### config.mk
export PLATFORM = sky130hd
export DESIGN_NAME = merge_conflict_hunk_scanner_flat
export DESIGN_NICKNAME = d
export VERILOG_FILES = /design/src/rtl/core/mchs_pkg.sv /design/src/rtl/core/mchs_ifs.sv /design/src/rtl/core/merge_conflict_hunk_scanner.sv /design/src/flat_wrapper.sv
export SDC_FILE = /design/constraint.sdc
export NUM_CORES = 1
export LEC_CHECK = 0
export CAP_MARGIN = 20
export CORE_MARGIN = 3
export CORE_UTILIZATION = 55
export DETAILED_ROUTE_END_ITERATION = 6
export DONT_BUFFER_PORTS = 1
export PLACE_DENSITY = 0.76
export SYNTH_ARGS = -nofsm -noshare
export SYNTH_HDL_FRONTEND = slang
export SYNTH_SLANG_ARGS = --single-unit
### constraint.sdc
create_clock -name clk -period 18.3 [get_ports clk]
set_input_delay 0 -clock clk [delete_from_list [all_inputs] [get_ports clk]]
set_output_delay 0 -clock clk [all_outputs]
set_load 0.01 [all_outputs]
### src/rtl/core/mchs_pkg.sv
// shared types and constants for the merge conflict hunk scanner
// no dependencies; imported by the top level

package mchs_pkg;

	localparam int OFFSET_BITS_DEF = 32;
	localparam int OUT_W = 32;

	localparam logic [7:0] CH_START = 8'h3C;  // '<'
	localparam logic [7:0] CH_BASE = 8'h7C;   // '|'
	localparam logic [7:0] CH_SEP = 8'h3D;    // '='
	localparam logic [7:0] CH_END = 8'h3E;    // '>'
	localparam logic [7:0] CH_NL = 8'h0A;
	localparam logic [7:0] CH_SP = 8'h20;

	localparam logic [2:0] MARK_LEN = 3'd7;

	typedef enum logic [1:0] {
		K_START = 2'd0,
		K_BASE = 2'd1,
		K_SEP = 2'd2,
		K_END = 2'd3
	} mark_kind_t;

	typedef enum logic [1:0] {
		PH_IDLE = 2'd0,
		PH_OURS = 2'd1,
		PH_BASE = 2'd2,
		PH_THEIRS = 2'd3
	} phase_t;

	typedef enum logic [1:0] {
		AW_NONE = 2'd0,
		AW_START = 2'd1,
		AW_BASE = 2'd2,
		AW_END = 2'd3
	} await_t;

	function automatic logic [7:0] mark_char(input mark_kind_t k);
		logic [7:0] c;
		case (k)
			K_START: c = CH_START;
			K_BASE: c = CH_BASE;
			K_SEP: c = CH_SEP;
			K_END: c = CH_END;
			default: c = CH_START;
		endcase
		return c;
	endfunction

endpackage

### src/rtl/core/mchs_ifs.sv
// valid/ready channel interfaces for the merge conflict hunk scanner
// text byte channel and hunk record channel; no dependencies

interface mchs_in_if;
	logic       valid;
	logic       ready;
	logic [7:0] text_byte;
	logic       last_byte;

	modport source(output valid, text_byte, last_byte, input ready);
	modport sink(input valid, text_byte, last_byte, output ready);
endinterface

interface mchs_out_if;
	logic        valid;
	logic        ready;
	logic [31:0] hunk_start;
	logic [31:0] hunk_end;
	logic [31:0] ours_start;
	logic [31:0] ours_end;
	logic        has_base;
	logic [31:0] base_start;
	logic [31:0] base_end;
	logic [31:0] theirs_start;
	logic [31:0] theirs_end;

	modport source(output valid, hunk_start, hunk_end, ours_start, ours_end, has_base,
		base_start, base_end, theirs_start, theirs_end, input ready);
	modport sink(input valid, hunk_start, hunk_end, ours_start, ours_end, has_base,
		base_start, base_end, theirs_start, theirs_end, output ready);
endinterface

### src/rtl/core/merge_conflict_hunk_scanner.sv
// Scans a byte stream for merge conflict markers at line starts and gives one
// record per complete hunk with the byte offsets of its sections. One byte is
// taken per clock cycle while the scanner does not stall; a byte goes into an
// input register, from which the marker matcher and hunk tracker update the
// scan state and any record lands in the output register. The scanner stalls
// only while a record waits in the output register and the sink holds off.
// Offsets count in OFFSET_BITS bits, stop at the top value, and are reported
// in their low 32 bits. After a byte marked last_byte all scan state returns
// to its reset value.
// Depends on mchs_pkg and the channel interfaces in mchs_ifs.sv.

module merge_conflict_hunk_scanner #(
	parameter int OFFSET_BITS = mchs_pkg::OFFSET_BITS_DEF
) (
	input  logic              clk,
	input  logic              arst_n,
	mchs_in_if.sink           text_in,
	mchs_out_if.source        hunk_out
);
	import mchs_pkg::*;

	localparam int OB = OFFSET_BITS;
	typedef logic [OB-1:0] ofs_t;
	localparam ofs_t OFS_TOP = {OB{1'b1}};
	localparam ofs_t OFS_MARK = OB'(7);
	localparam ofs_t OFS_SEP_LINE = OB'(8);

	function automatic logic [OUT_W-1:0] to_out(input ofs_t v);
		logic [OB+OUT_W-1:0] wide;
		wide = {{OUT_W{1'b0}}, v};
		return wide[OUT_W-1:0];
	endfunction

	// input register
	logic       valid_s1;
	logic [7:0] byte_s1;
	logic       last_s1;

	// scan state
	ofs_t       offset_q;
	logic       line_start_q;
	logic [2:0] progress_q;
	mark_kind_t kind_q;
	phase_t     phase_q;
	await_t     await_q;
	ofs_t       hunk_start_q;
	ofs_t       ours_start_q;
	ofs_t       ours_end_q;
	logic       has_base_q;
	ofs_t       base_start_q;
	ofs_t       theirs_start_q;
	ofs_t       theirs_end_q;

	// result register
	logic              out_valid_q;
	logic [OUT_W-1:0]  r_hunk_start_q, r_hunk_end_q, r_ours_start_q, r_ours_end_q;
	logic              r_has_base_q;
	logic [OUT_W-1:0]  r_base_start_q, r_base_end_q, r_theirs_start_q, r_theirs_end_q;

	logic advance;
	logic emit;

	ofs_t       nxt_ofs, mpos;
	logic       is_nl, ev_valid;
	mark_kind_t ev_kind;

	ofs_t       n_offset;
	logic       n_line_start;
	logic [2:0] n_progress;
	mark_kind_t n_kind;
	phase_t     n_phase;
	await_t     n_await;
	ofs_t       n_hunk_start, n_ours_start, n_ours_end, n_base_start;
	ofs_t       n_theirs_start, n_theirs_end;
	logic       n_has_base;

	assign advance = valid_s1 && (!out_valid_q || hunk_out.ready);
	assign text_in.ready = !valid_s1 || advance;

	always_ff @(posedge clk or negedge arst_n) begin
		if (!arst_n) begin
			valid_s1 <= 1'b0;
		end else if (text_in.ready) begin
			valid_s1 <= text_in.valid;
		end
	end

	always_ff @(posedge clk) begin
		if (text_in.ready && text_in.valid) begin
			byte_s1 <= text_in.text_byte;
			last_s1 <= text_in.last_byte;
		end
	end

	always_comb begin
		nxt_ofs = (offset_q == OFS_TOP) ? offset_q : offset_q + OB'(1);
		mpos = offset_q - OFS_MARK;
		is_nl = (byte_s1 == CH_NL);
		ev_valid = 1'b0;
		ev_kind = kind_q;

		n_offset = nxt_ofs;
		n_line_start = is_nl;
		n_progress = 3'd0;
		n_kind = kind_q;
		n_phase = phase_q;
		n_await = await_q;
		n_hunk_start = hunk_start_q;
		n_ours_start = ours_start_q;
		n_ours_end = ours_end_q;
		n_has_base = has_base_q;
		n_base_start = base_start_q;
		n_theirs_start = theirs_start_q;
		n_theirs_end = theirs_end_q;

		// marker matching
		if (line_start_q) begin
			case (byte_s1)
				CH_START: begin
					n_kind = K_START;
					n_progress = 3'd1;
				end
				CH_BASE: begin
					n_kind = K_BASE;
					n_progress = 3'd1;
				end
				CH_SEP: begin
					n_kind = K_SEP;
					n_progress = 3'd1;
				end
				CH_END: begin
					n_kind = K_END;
					n_progress = 3'd1;
				end
				default: n_progress = 3'd0;
			endcase
		end else if (progress_q != 3'd0 && progress_q != MARK_LEN) begin
			n_progress = (byte_s1 == mark_char(kind_q)) ? progress_q + 3'd1 : 3'd0;
		end else if (progress_q == MARK_LEN) begin
			// separator needs a bare line, the others a following space
			ev_valid = (kind_q == K_SEP) ? is_nl : (byte_s1 == CH_SP);
		end

		// hunk tracking
		if (ev_valid) begin
			case (ev_kind)
				K_START: begin
					n_hunk_start = mpos;
					n_has_base = 1'b0;
					n_base_start = '0;
					n_phase = PH_OURS;
					n_await = AW_START;
				end
				K_BASE: begin
					if (phase_q == PH_OURS) begin
						n_ours_end = mpos;
						n_has_base = 1'b1;
						n_phase = PH_BASE;
						n_await = AW_BASE;
					end
				end
				K_SEP: begin
					if (phase_q == PH_OURS || phase_q == PH_BASE) begin
						if (phase_q == PH_OURS) begin
							n_ours_end = mpos;
						end
						n_theirs_start = nxt_ofs;
						n_phase = PH_THEIRS;
					end
				end
				K_END: begin
					if (phase_q == PH_THEIRS) begin
						n_theirs_end = mpos;
						n_await = AW_END;
					end
				end
				default: n_phase = phase_q;
			endcase
		end

		if (is_nl && n_await == AW_START) begin
			n_ours_start = nxt_ofs;
			n_await = AW_NONE;
		end else if (is_nl && n_await == AW_BASE) begin
			n_base_start = nxt_ofs;
			n_await = AW_NONE;
		end

		emit = (n_await == AW_END) && (is_nl || last_s1);
		if (emit) begin
			n_phase = PH_IDLE;
			n_await = AW_NONE;
		end
	end

	always_ff @(posedge clk or negedge arst_n) begin
		if (!arst_n) begin
			offset_q <= '0;
			line_start_q <= 1'b1;
			progress_q <= 3'd0;
			kind_q <= K_START;
			phase_q <= PH_IDLE;
			await_q <= AW_NONE;
			hunk_start_q <= '0;
			ours_start_q <= '0;
			ours_end_q <= '0;
			has_base_q <= 1'b0;
			base_start_q <= '0;
			theirs_start_q <= '0;
			theirs_end_q <= '0;
		end else if (advance) begin
			if (last_s1) begin
				// end of text: back to the reset state
				offset_q <= '0;
				line_start_q <= 1'b1;
				progress_q <= 3'd0;
				kind_q <= K_START;
				phase_q <= PH_IDLE;
				await_q <= AW_NONE;
				hunk_start_q <= '0;
				ours_start_q <= '0;
				ours_end_q <= '0;
				has_base_q <= 1'b0;
				base_start_q <= '0;
				theirs_start_q <= '0;
				theirs_end_q <= '0;
			end else begin
				offset_q <= n_offset;
				line_start_q <= n_line_start;
				progress_q <= n_progress;
				kind_q <= n_kind;
				phase_q <= n_phase;
				await_q <= n_await;
				hunk_start_q <= n_hunk_start;
				ours_start_q <= n_ours_start;
				ours_end_q <= n_ours_end;
				has_base_q <= n_has_base;
				base_start_q <= n_base_start;
				theirs_start_q <= n_theirs_start;
				theirs_end_q <= n_theirs_end;
			end
		end
	end

	always_ff @(posedge clk or negedge arst_n) begin
		if (!arst_n) begin
			out_valid_q <= 1'b0;
		end else if (!out_valid_q || hunk_out.ready) begin
			out_valid_q <= advance && emit;
		end
	end

	// record fields come from the updated hunk state of the completing byte
	always_ff @(posedge clk) begin
		if (advance && emit) begin
			r_hunk_start_q <= to_out(hunk_start_q);
			r_hunk_end_q <= to_out(nxt_ofs);
			r_ours_start_q <= to_out(n_ours_start);
			r_ours_end_q <= to_out(n_ours_end);
			r_has_base_q <= n_has_base;
			r_base_start_q <= n_has_base ? to_out(n_base_start) : '0;
			r_base_end_q <= n_has_base ? to_out(n_theirs_start - OFS_SEP_LINE) : '0;
			r_theirs_start_q <= to_out(n_theirs_start);
			r_theirs_end_q <= to_out(n_theirs_end);
		end
	end

	assign hunk_out.valid = out_valid_q;
	assign hunk_out.hunk_start = r_hunk_start_q;
	assign hunk_out.hunk_end = r_hunk_end_q;
	assign hunk_out.ours_start = r_ours_start_q;
	assign hunk_out.ours_end = r_ours_end_q;
	assign hunk_out.has_base = r_has_base_q;
	assign hunk_out.base_start = r_base_start_q;
	assign hunk_out.base_end = r_base_end_q;
	assign hunk_out.theirs_start = r_theirs_start_q;
	assign hunk_out.theirs_end = r_theirs_end_q;

endmodule

### src/flat_wrapper.sv
// flat-port wrapper written by rule: the top's interface ports become plain ports
module merge_conflict_hunk_scanner_flat import mchs_pkg::*;
#(
	parameter int OFFSET_BITS = mchs_pkg::OFFSET_BITS_DEF
)
  (clk, arst_n, text_in_valid, text_in_text_byte, text_in_last_byte, text_in_ready, hunk_out_valid, hunk_out_hunk_start, hunk_out_hunk_end, hunk_out_ours_start, hunk_out_ours_end, hunk_out_has_base, hunk_out_base_start, hunk_out_base_end, hunk_out_theirs_start, hunk_out_theirs_end, hunk_out_ready);
  mchs_in_if text_in_i ();
  mchs_out_if hunk_out_i ();
  input  logic clk;
  input  logic arst_n;
  input wire logic [$bits(text_in_i.valid)-1:0] text_in_valid;
  input wire logic [$bits(text_in_i.text_byte)-1:0] text_in_text_byte;
  input wire logic [$bits(text_in_i.last_byte)-1:0] text_in_last_byte;
  output wire logic [$bits(text_in_i.ready)-1:0] text_in_ready;
  output wire logic [$bits(hunk_out_i.valid)-1:0] hunk_out_valid;
  output wire logic [$bits(hunk_out_i.hunk_start)-1:0] hunk_out_hunk_start;
  output wire logic [$bits(hunk_out_i.hunk_end)-1:0] hunk_out_hunk_end;
  output wire logic [$bits(hunk_out_i.ours_start)-1:0] hunk_out_ours_start;
  output wire logic [$bits(hunk_out_i.ours_end)-1:0] hunk_out_ours_end;
  output wire logic [$bits(hunk_out_i.has_base)-1:0] hunk_out_has_base;
  output wire logic [$bits(hunk_out_i.base_start)-1:0] hunk_out_base_start;
  output wire logic [$bits(hunk_out_i.base_end)-1:0] hunk_out_base_end;
  output wire logic [$bits(hunk_out_i.theirs_start)-1:0] hunk_out_theirs_start;
  output wire logic [$bits(hunk_out_i.theirs_end)-1:0] hunk_out_theirs_end;
  input wire logic [$bits(hunk_out_i.ready)-1:0] hunk_out_ready;
  assign text_in_i.valid = text_in_valid;
  assign text_in_i.text_byte = text_in_text_byte;
  assign text_in_i.last_byte = text_in_last_byte;
  assign text_in_ready = text_in_i.ready;
  assign hunk_out_valid = hunk_out_i.valid;
  assign hunk_out_hunk_start = hunk_out_i.hunk_start;
  assign hunk_out_hunk_end = hunk_out_i.hunk_end;
  assign hunk_out_ours_start = hunk_out_i.ours_start;
  assign hunk_out_ours_end = hunk_out_i.ours_end;
  assign hunk_out_has_base = hunk_out_i.has_base;
  assign hunk_out_base_start = hunk_out_i.base_start;
  assign hunk_out_base_end = hunk_out_i.base_end;
  assign hunk_out_theirs_start = hunk_out_i.theirs_start;
  assign hunk_out_theirs_end = hunk_out_i.theirs_end;
  assign hunk_out_i.ready = hunk_out_ready;
  merge_conflict_hunk_scanner #(.OFFSET_BITS(OFFSET_BITS)) u_core (.clk(clk), .arst_n(arst_n), .text_in(text_in_i), .hunk_out(hunk_out_i));
endmodule
# Yosys cells after proc, flatten, opt, wreduce, memory -nomap -nowiden
# Index checks and enable logic that the tools add are counted.
[classes]
reduce_logical = 25
eq_ne = 21
mux = 59
addsub = 4
[ops]
columns = ["operator", "count"]
rows = [
  ["$mux 32", 24],
  ["$pmux 32 s2", 1],
  ["$add 32x1->32 const B", 1],
  ["$eq 32x32->1 const B", 1],
  ["$eq 8x6->1 const B", 4],
  ["$pmux 8 s4", 1],
  ["$sub 32x3->32 const B", 1],
  ["$sub 32x4->32 const B", 1],
  ["$mux 2", 14],
  ["$mux 8", 2],
  ["$eq 2x2->1 const B", 6],
  ["$mux 3", 4],
  ["$pmux 2 s3", 2],
  ["$reduce_bool 5->1", 2],
  ["$mux 1", 9],
  ["$eq 8x4->1 const B", 1],
  ["$eq 8x7->1 const B", 1],
  ["$eq 8x8->1", 1],
  ["$pmux 2 s4", 1],
  ["$logic_and 1x1->1", 7],
  ["$eq 2x1->1 const B", 3],
  ["$reduce_and 3->1", 2],
  ["$reduce_bool 2->1", 3],
  ["$reduce_bool 3->1", 2],
  ["other kinds (11)", 15],
]
[word_totals]
reg_bits = 503
output_inout_bits = 259
input_bits = 13

# Depth between registers and ports, before layout
# Gate-level depths: netlist of the first run.
[logic_depth]
depth_word = 14
mapped_depth = 18
mapped_depth_nobuf = 14

# Least setup slack after synthesis of the first run
# Ideal clock, no wire load.
[synth_path]
path_type = "flip-flop to flip-flop"
startpoint = "reg u_core.kind_q[0], in the netlist u_core.ev_kind[0]"
endpoint = "reg u_core.r_base_end_q[0], in the netlist u_core.hunk_out.base_end[0], enable pin"
t_arrival_ns = 13.397
slack_ns = 4.023
setup_time_ns = 0.880
n_path_buf = 1
required_time_ns = 17.420
period_less_slack_ns = 14.277
stages_incl_launch_ff = 10
path_cell_list = "dfrtp_1 inv_1 ha_1 clkbuf_1 or4b_2 a2111oi_0 a21oi_1 o22ai_1 nand2_1 nor2_1"
[synth_between]
elab_chain_len = 13
word_cells_on_any_way = 19
[synth_lines]
columns = ["element", "line_no", "text"]
rows = [
  ["start, declared", "merge_conflict_hunk_scanner.sv:43", "mark_kind_t kind_q;"],
  ["start signal, assigned", "merge_conflict_hunk_scanner.sv:231", "kind_q <= n_kind;"],
  ["$eq 2x2->1", "merge_conflict_hunk_scanner.sv:141", "ev_valid = (kind_q == K_SEP) ? is_nl : (byte_s1 == CH_SP);"],
  ["$mux 1", "merge_conflict_hunk_scanner.sv:141", ""],
  ["$mux 1", "merge_conflict_hunk_scanner.sv:139", "end else if (progress_q == MARK_LEN) begin"],
  ["$mux 1", "merge_conflict_hunk_scanner.sv:137", "end else if (progress_q != 3'd0 && progress_q != MARK_LEN) begin"],
  ["$mux 1", "merge_conflict_hunk_scanner.sv:117", "if (line_start_q) begin"],
  ["$mux 2 (*)", "merge_conflict_hunk_scanner.sv:145", "if (ev_valid) begin"],
  ["$eq 2x2->1", "merge_conflict_hunk_scanner.sv:184", "end else if (is_nl && n_await == AW_BASE) begin"],
  ["$logic_and 1x1->1", "merge_conflict_hunk_scanner.sv:184", ""],
  ["$mux 2", "merge_conflict_hunk_scanner.sv:184", ""],
  ["$mux 2 (*)", "merge_conflict_hunk_scanner.sv:181", "if (is_nl && n_await == AW_START) begin"],
  ["$eq 2x2->1 (*)", "merge_conflict_hunk_scanner.sv:189", "emit = (n_await == AW_END) && (is_nl || last_s1);"],
  ["$logic_and 1x1->1 (*)", "merge_conflict_hunk_scanner.sv:189", ""],
  ["$logic_and 1x1->1 (*)", "merge_conflict_hunk_scanner.sv:255", "if (advance && emit) begin"],
  ["end signal, assigned", "merge_conflict_hunk_scanner.sv:262", "r_base_end_q <= n_has_base ? to_out(n_theirs_start - OFS_SEP_LINE) : '0;"],
  ["end, declared", "merge_conflict_hunk_scanner.sv:58", "logic [OUT_W-1:0] r_base_start_q, r_base_end_q, r_theirs_start_q, r_theirs_end_q;"],
]
# Mark *: on every way between the ends. The rest lies on a longest branch, timed or not.
# A chain may end at the register's enable or synchronous reset.

# Worst setup path in the final report of the first run
[layout_path]
startpoint = "reg u_core.offset_q[0]"
endpoint = "reg u_core.r_base_end_q[19], in the netlist u_core.hunk_out.base_end[19] (data pin)"
[layout_between]
elab_chain_len = 6
word_cells_on_any_way = 7
[layout_lines]
columns = ["element", "line_no", "text"]
rows = [
  ["start, declared", "merge_conflict_hunk_scanner.sv:40", "ofs_t offset_q;"],
  ["start signal, assigned", "merge_conflict_hunk_scanner.sv:228", "offset_q <= n_offset;"],
  ["$add 32x1->32 / $eq 32x32->1 (equally long branches)", "merge_conflict_hunk_scanner.sv:96", "nxt_ofs = (offset_q == OFS_TOP) ? offset_q : offset_q + OB'(1);"],
  ["$mux 32 (*)", "merge_conflict_hunk_scanner.sv:96", ""],
  ["$mux 32 (*)", "merge_conflict_hunk_scanner.sv:163", "if (phase_q == PH_OURS || phase_q == PH_BASE) begin"],
  ["$mux 32 (*)", "merge_conflict_hunk_scanner.sv:146", "case (ev_kind)"],
  ["$mux 32 (*)", "merge_conflict_hunk_scanner.sv:145", ""],
  ["$sub 32x4->32 (*)", "merge_conflict_hunk_scanner.sv:262", ""],
]
# Marks and branches as above.

==> results.sh, run 1 <==
export IMPL_result_of_the_run="finished with violations"
export IMPL_violations_in_the_final_reports="max-slew violations"
export IMPL_critical_path_endpoint_type="register"
export IMPL_via_count=15570
export IMPL_worst_path_stages=15
export IMPL_timing_hold_violations_final=0
export IMPL_cts_made_buffers=52
export IMPL_r2r_slack_ps=13030
export IMPL_synth_edf_count=266
export IMPL_setup_repair_after_global_routing_missed_its_margin="no"
export IMPL_dp_worst_setup_slack_ps=13130
export IMPL_remaining_overflow_grt=0
export IMPL_wirelength_um=58340
export IMPL_insertion_delay_ps=600
export IMPL_synthCells=1936
export IMPL_maximum_number_of_pins_on_one_net_before_global_route_repair=238
export IMPL_min_period_over_period_pct=28.82
export IMPL_setup_violations=0
export IMPL_globalRouteTotalUtil_pct=27.58
export IMPL_number_of_buffers_inserted_by_port_buffering=0
export IMPL_cts_path_max_buffers=3
export IMPL_worst_r2r_endpoint="u_core.hunk_out.base_end[19]"
export IMPL_critPathArrivalTime_ps=5710
export IMPL_die_w_um=204.4
export IMPL_gp_congestion=0.9672
export IMPL_cpMaxStageDelayCell="or4_1"
export IMPL_power_frac_clock_pct=46.0
export IMPL_path_delay_family="simple AND/OR/NAND/NOR gates"
export IMPL_part_of_the_power_in_combinational_logic_pct=4.0
export IMPL_synth_top_cells_by_area="edfxtp_1, dfrtp_1, o21ai_0"
export IMPL_clk_pin_slew_worst_setup_hold_paths_ps=70
export IMPL_syn_cell_area_um2=21640
export IMPL_antennaDiodeCount=0
export IMPL_worstPathCellList="ha_1 > and4_1 > nand4_1 > nor3_1 > buf_4 > nor2_1 > xnor2_1 > nor2_1 > a21oi_1 > ha_1 > nand4b_1 > or4_1 > or4_1 > or3_1 > a21oi_1"
export IMPL_timing_max_cap_violations=0
export IMPL_post_dp_cell_area_um2=22010
export IMPL_yosys_area_top_type="edfxtp_1"
export IMPL_crit_end="u_core.hunk_out.base_end[19]"
export IMPL_detailedPlacementHpwl_um=36730
export IMPL_synth_lib_cells_used_distinct=64
export IMPL_drive_above_1_share_pct=7.383
export IMPL_grt_antenna_before_repair=1
export IMPL_design_die_area_um2=41770
export IMPL_tritoncts="built"
export IMPL_cts_repair_resized=0
export IMPL_pin_count=272
export IMPL_power_sequential_fraction_pct=50.0
export IMPL_ys_ff_latch=503
export IMPL_p_sw_share_pct=21.77
export IMPL_fp_coreArea_um2=38740
export IMPL_htree_num_levels=2
export IMPL_first_global_vias=15040
export IMPL_detailedRoute_firstIterationViolations=1522
export IMPL_power_per_cell_area_nw_per_um2=101.6
export IMPL_seq_area_frac_synth_pct=64.32
export IMPL_worstReg2RegStart="u_core.offset_q[0]"
export IMPL_maximum_operating_frequency_mhz=189.6
export IMPL_drt_antenna_net_count=0
export IMPL_post_place_cells=2341
export IMPL_drc_violations=0
export IMPL_ys_async_sr_fraction_pct=47.12
export IMPL_final_setup_skew_ps=13.81
export IMPL_critical_path_class="register to register"
export IMPL_r2r_worst_path_cells=15
export IMPL_timing_final_max_slew_violations=80
export IMPL_fillerInstances=2987
export IMPL_cp_required_ps=18740
export IMPL_stdcell_area_um2=24050
export IMPL_highest_count_cells_in_the_layout_ignoring_fill_and_taps="nand2_1, edfxtp_1, o21ai_0"
export IMPL_finalSetupTns_ps=0
export IMPL_pnr_worst_setup_slack_ps=13030
export IMPL_drt_vias_per_instance=6.342
export IMPL_min_delay_path_class="input port to asynchronous set/reset pin"
export IMPL_maxSlewHeadroom_pct=-3.936
export IMPL_mappedNetlistNets=1960
export IMPL_clock_sinks=503
export IMPL_ys_flop_type="edfxtp_1"
export IMPL_layout_area_overhead_vs_synth_pct=11.13
export IMPL_fin_nets=1917
export IMPL_p_leak_nw=9.897
export IMPL_yosysWarningCount=0
export IMPL_startpoint_type="register"
export IMPL_p_int_w=0.001912
export IMPL_switching_power_w=0.0005319
export IMPL_post_route_min_period_ps=5275
export IMPL_measured_slew_at_the_worst_slew_check_pin_ps=1559
export IMPL_crit_path_max_fanout=9
export IMPL_dieHeight_um=204.4
export IMPL_core_rowCount=72
export IMPL_path_buf_inv=1
export IMPL_cp_peak_stage_delay_ps=610
export IMPL_layoutNonFillerInstCount=2455
export IMPL_starting_density_of_the_core_pct=55.87
export IMPL_detailedRoute_firstPassIterationCount=6
export IMPL_cts_root_buffer="clkbuf_16"
export IMPL_synth_largest_type_area_fraction_pct=36.91
export IMPL_worst_ir_drop_vdd_uv=91.92
export IMPL_worst_setup_path_startpoint="u_core.offset_q[0]"
export IMPL_most_common_cell_after_layout_fill_and_taps_aside="nand2_1"
export IMPL_detail_route_wl_per_cell_um=23.76
export IMPL_mean_cell_area_of_the_mapped_netlist_um2=11.18
export IMPL_grt_pass1_wl_um=89200
[cells by family after synthesis]
kind of cell	after synthesis	share of synthesized area (%)
AND/OR/NAND/NOR	614	13.03
AO/OA/AOI/OAI	539	15.52
flip-flops	503	64.32
buffers and inverters	198	3.579
multiplexers	6	0.2833
XOR/XNOR	65	2.630
adder cells (fa/ha/maj)	11	0.6359
[final cells by class]
cell class | count | area [um^2] | share of cell area, %
inverter | 56 | 210.2 | 0.8740
tap | 518 | 648.1 | 2.695
timing repair buffer | 45 | 426.7 | 1.774
clock buffer | 66 | 1404 | 5.837
clock inverter | 32 | 426.7 | 1.774
sequential | 503 | 13920 | 57.87
multi-input combinational | 1235 | 7017 | 29.17
[power groups by stage]
stage | Sequential (W) | Clock, W | Combinational [W]
after floorplan | 0.00124 | 0 | 0.0000594
after global placement | 0.00124 | 0 | 0.0000784
after detailed placement | 0.00124 | 0 | 0.0000819
after CTS | 0.00122 | 0.00114 | 0.0000961
after global routing | 0.00122 | 0.00118 | 0.000109
final | 0.00122 | 0.00113 | 0.0000975
[state kept, by name, summed over array words and instances, names as in the netlist, 3 cells and up]
signal	cells
u_core.hunk_out.base_start	32
u_core.hunk_start_q	32
u_core.byte_s1	8
u_core.progress_q	3
u_core.ours_start_q	32
u_core.hunk_out.theirs_end	32
u_core.hunk_out.ours_end	32
u_core.offset_q	32
u_core.hunk_out.theirs_start	32
u_core.base_start_q	32
u_core.hunk_out.hunk_end	32
u_core.ours_end_q	32
u_core.theirs_start_q	32
u_core.hunk_out.hunk_start	32
u_core.theirs_end_q	32
u_core.hunk_out.ours_start	32
u_core.hunk_out.base_end	32
[how the worst min path moves through the flow]
stage                               startpoint                      end  slack, ps  depth (start not counted)
after detailed placement                arst_n  u_core.ours_start_q[13]       -290                          0
after floorplan                         arst_n        u_core.await_q[0]       -300                          0
final                                   arst_n   u_core.ours_start_q[7]          1                          2
after global placement                  arst_n  u_core.ours_start_q[11]       -290                          0
after CTS                 text_in_text_byte[3]        u_core.byte_s1[3]         10                          1
after global routing      text_in_text_byte[6]        u_core.byte_s1[6]         30                          1
[cell usage after synthesis (17+ instances only)]
cell	count
a21boi_0	31
a21oi_1	55
a22o_1	89
a31oi_1	27
clkbuf_1	123
dfrtp_1	236
edfxtp_1	266
inv_1	55
nand2_1	329
nand3_1	50
nand4_1	17
nor2_1	79
nor3_1	28
o21ai_0	261
o31ai_1	17
xnor2_1	47
xor2_1	18
[per-stage QoR]
step                      hold WS (ps)  total power [W]  util, %
after floorplan                 -295.6         0.001299        -
after global placement          -288.6         0.001320    56.81
after detailed placement        -288.3         0.001325    56.82
after CTS                        11.55         0.002453    61.95
after global routing             28.74         0.002516    62.09
final                            1.236         0.002444    62.09
[timing repair]
action,4_1_cts,5_1_grt
setup endpoints to repair,0,0
setup buffers,0,0
hold endpoints to repair,258,0
hold buffers,14,0
[metal layers]
metal	part of all wire, %	global-route usage, %	vias up
li1	-	-	6902
met3	8.8	5.940	131
met4	3.5	10.57	0
met1	40	37.59	7674
met5	0	0	-
met2	48	43.85	862
No activity file was read; power rests on OpenSTA's default activity.
==> inputs of run 2 (changes only) <==
==> constraint.sdc (replaced) <==
create_clock -name clk -period 5 [get_ports clk]
set_input_delay 0 -clock clk [delete_from_list [all_inputs] [get_ports clk]]
set_output_delay 0 -clock clk [all_outputs]
set_load 0.01 [all_outputs]
==> run 2 against run 1 <==
Power grew to 3.6 times the previous value; flip-flop and latch count did not move; die area unchanged; critical path depth decreased by 5; final area is 0.53% higher; critical path type unchanged; critical endpoint is now u_core.hunk_out.base_end[28]; wire length is 3.1% higher; clock skew rose by 12 ps; global-route usage up 0.87 points; highest routed layer unchanged; worst setup slack worse by 13000 ps; the flow finishes with violations (negative hold slack); register-to-register slack got worse by 13000 ps; count of clock-buffer cells in the layout shrank 10; worst hold slack got worse by 900 ps.
==> results.sh, run 2 (synthesis results as in run 1) <==
export IMPL_drt_vias_per_instance=6.341
export IMPL_core_rowCount=72
export IMPL_finalSetupTns_ps=0
export IMPL_first_global_vias=14870
export IMPL_highest_count_cells_in_the_layout_ignoring_fill_and_taps="nand2_1, edfxtp_1, o21ai_0"
export IMPL_dieHeight_um=204.4
export IMPL_area_of_combinational_cells_with_multiple_inputs_um2=7066
export IMPL_globalRouteTotalUtil_pct=28.44
export IMPL_detailedRoute_firstIterationViolations=1703
export IMPL_most_common_cell_after_layout_fill_and_taps_aside="nand2_1"
export IMPL_worst_ir_drop_vdd_uv=353.2
export IMPL_overall_power_consumption_w=0.008919
export IMPL_fp_coreArea_um2=38740
export IMPL_min_delay_path_class="input port to asynchronous set/reset pin"
export IMPL_setup_violations=0
export IMPL_antennaDiodeCount=0
export IMPL_power_per_cell_area_nw_per_um2=368.9
export IMPL_post_route_min_period_ps=4837
export IMPL_maxSlewHeadroom_pct=23.00
export IMPL_drive_above_1_share_pct=8.338
export IMPL_timing_final_max_slew_violations=0
export IMPL_maximum_operating_frequency_mhz=206.7
export IMPL_pin_count=272
export IMPL_clock_sinks=503
export IMPL_p_leak_nw=9.861
export IMPL_drc_violations=0
export IMPL_starting_density_of_the_core_pct=55.87
export IMPL_detailedPlacementHpwl_um=37830
export IMPL_critPathArrivalTime_ps=5270
export IMPL_dp_worst_setup_slack_ps=392.6
export IMPL_design_die_area_um2=41770
export IMPL_crit_path_max_fanout=11
export IMPL_fin_nets=1928
export IMPL_layoutNonFillerInstCount=2461
export IMPL_drt_antenna_net_count=0
export IMPL_fillerInstances=2990
export IMPL_post_cts_repair_setup_buffers=0
export IMPL_grt_antenna_before_repair=0
export IMPL_final_setup_skew_ps=26.11
export IMPL_cts_made_buffers=49
export IMPL_cts_root_buffer="clkbuf_16"
export IMPL_violations_in_the_final_reports="negative hold slack"
export IMPL_tritoncts="built"
export IMPL_postCtsHoldBufs=12
export IMPL_post_place_cells=2358
export IMPL_critical_path_endpoint_type="register"
export IMPL_timing_hold_violations_final=237
export IMPL_startpoint_type="register"
export IMPL_result_of_the_run="finished with violations"
export IMPL_detail_route_wl_per_cell_um=24.43
export IMPL_remaining_overflow_grt=0
export IMPL_cp_required_ps=5430
export IMPL_wirelength_um=60130
export IMPL_htree_num_levels=2
export IMPL_insertion_delay_ps=590
export IMPL_clk_pin_slew_worst_setup_hold_paths_ps=70
export IMPL_timing_max_cap_violations=0
export IMPL_seqCellArea_um2=13920
export IMPL_pnr_worst_setup_slack_ps=162.9
export IMPL_finalHoldWorstSlack_ps=-895.6
export IMPL_detailedRoute_firstPassIterationCount=6
export IMPL_maximum_number_of_pins_on_one_net_before_global_route_repair=238
export IMPL_via_count=15600
export IMPL_die_w_um=204.4
export IMPL_critical_path_class="register to register"
export IMPL_gp_congestion=0.9293
export IMPL_number_of_buffers_inserted_by_port_buffering=0
export IMPL_layout_area_overhead_vs_synth_pct=11.72
export IMPL_setup_repair_after_global_routing_missed_its_margin="no"
export IMPL_min_period_over_period_pct=96.74
export IMPL_cts_path_max_buffers=3
export IMPL_measured_slew_at_the_worst_slew_check_pin_ps=1155
export IMPL_cts_repair_resized=0
export IMPL_grt_pass1_wl_um=91160
==> run 2: cell types whose count changed in the layout (fill, tap and decap cells not counted), moves of 3 or more <==
| cell | previous run | this run |
|---|---|---|
| buf_4 | 28 | 42 |
| buf_16 | 3 | 0 |
| bufinv_16 | 9 | 12 |
| buf_12 | 0 | 4 |
| clkbuf_1 | 9 | 2 |
==> run 2: path summary, 6_finish.rpt <==
path | startpoint | to | slack, ps | cells after the start
min | arst_n | u_core.ours_start_q[13] | -900 | 0
max | u_core.offset_q[0] | u_core.hunk_out.base_end[28] | 160 | 10
min in group clk | text_in_text_byte[2] | u_core.byte_s1[2] | 60 | 1
min reg2reg | u_core.hunk_start_q[2] | u_core.hunk_out.hunk_start[2] | 440 | 0
max in group asynchronous | arst_n | u_core.theirs_end_q[3] | 5090 | 0
max reg2reg | u_core.offset_q[0] | u_core.hunk_out.base_end[28] | 160 | 10
==> run 2: metrics by stage <==
step,instance area (um^2),utilization (%)
after global placement,22240,57.41
after floorplan,21710,-
after CTS,24170,62.39
final,24180,62.42
after detailed placement,22240,57.41
after global routing,24180,62.42
==> run 2: worst max-delay path: stages (launching register included) <==
cell     delay (ps)
dfrtp_1         470
ha_1            300
and4_1          460
and4_1          540
a31oi_1         310
xnor2_1         430
a21oi_1         200
or4b_1          720
or4_4           550
or4_1           520
a21oi_1         190
==> run 2: area by class of cell <==
type / count / share of cell area [%]
inverter: 56 / 0.8693
clock inverter: 34 / 2.044
clock buffer: 56 / 5.433
timing repair buffer: 59 / 2.184
tap: 518 / 2.680
sequential: 503 / 57.57
multi-input combinational: 1235 / 29.22
==> run 2: power breakdown <==
group / internal [W] / switching (W)
registers: 0.00442 / 0.0000472
clock network: 0.00251 / 0.00161
logic: 0.000106 / 0.000217
==> run 2: metal layers <==
layer	vias up	routed length, um	share of wire, %	GRT usage (%)
met5	-	0	0	0
met4	0	1825	3.0	9.044
met3	118	5035	8.4	6.163
met2	814	29560	49	46.38
met1	7779	23710	39	38.53
li1	6893	-	-	-
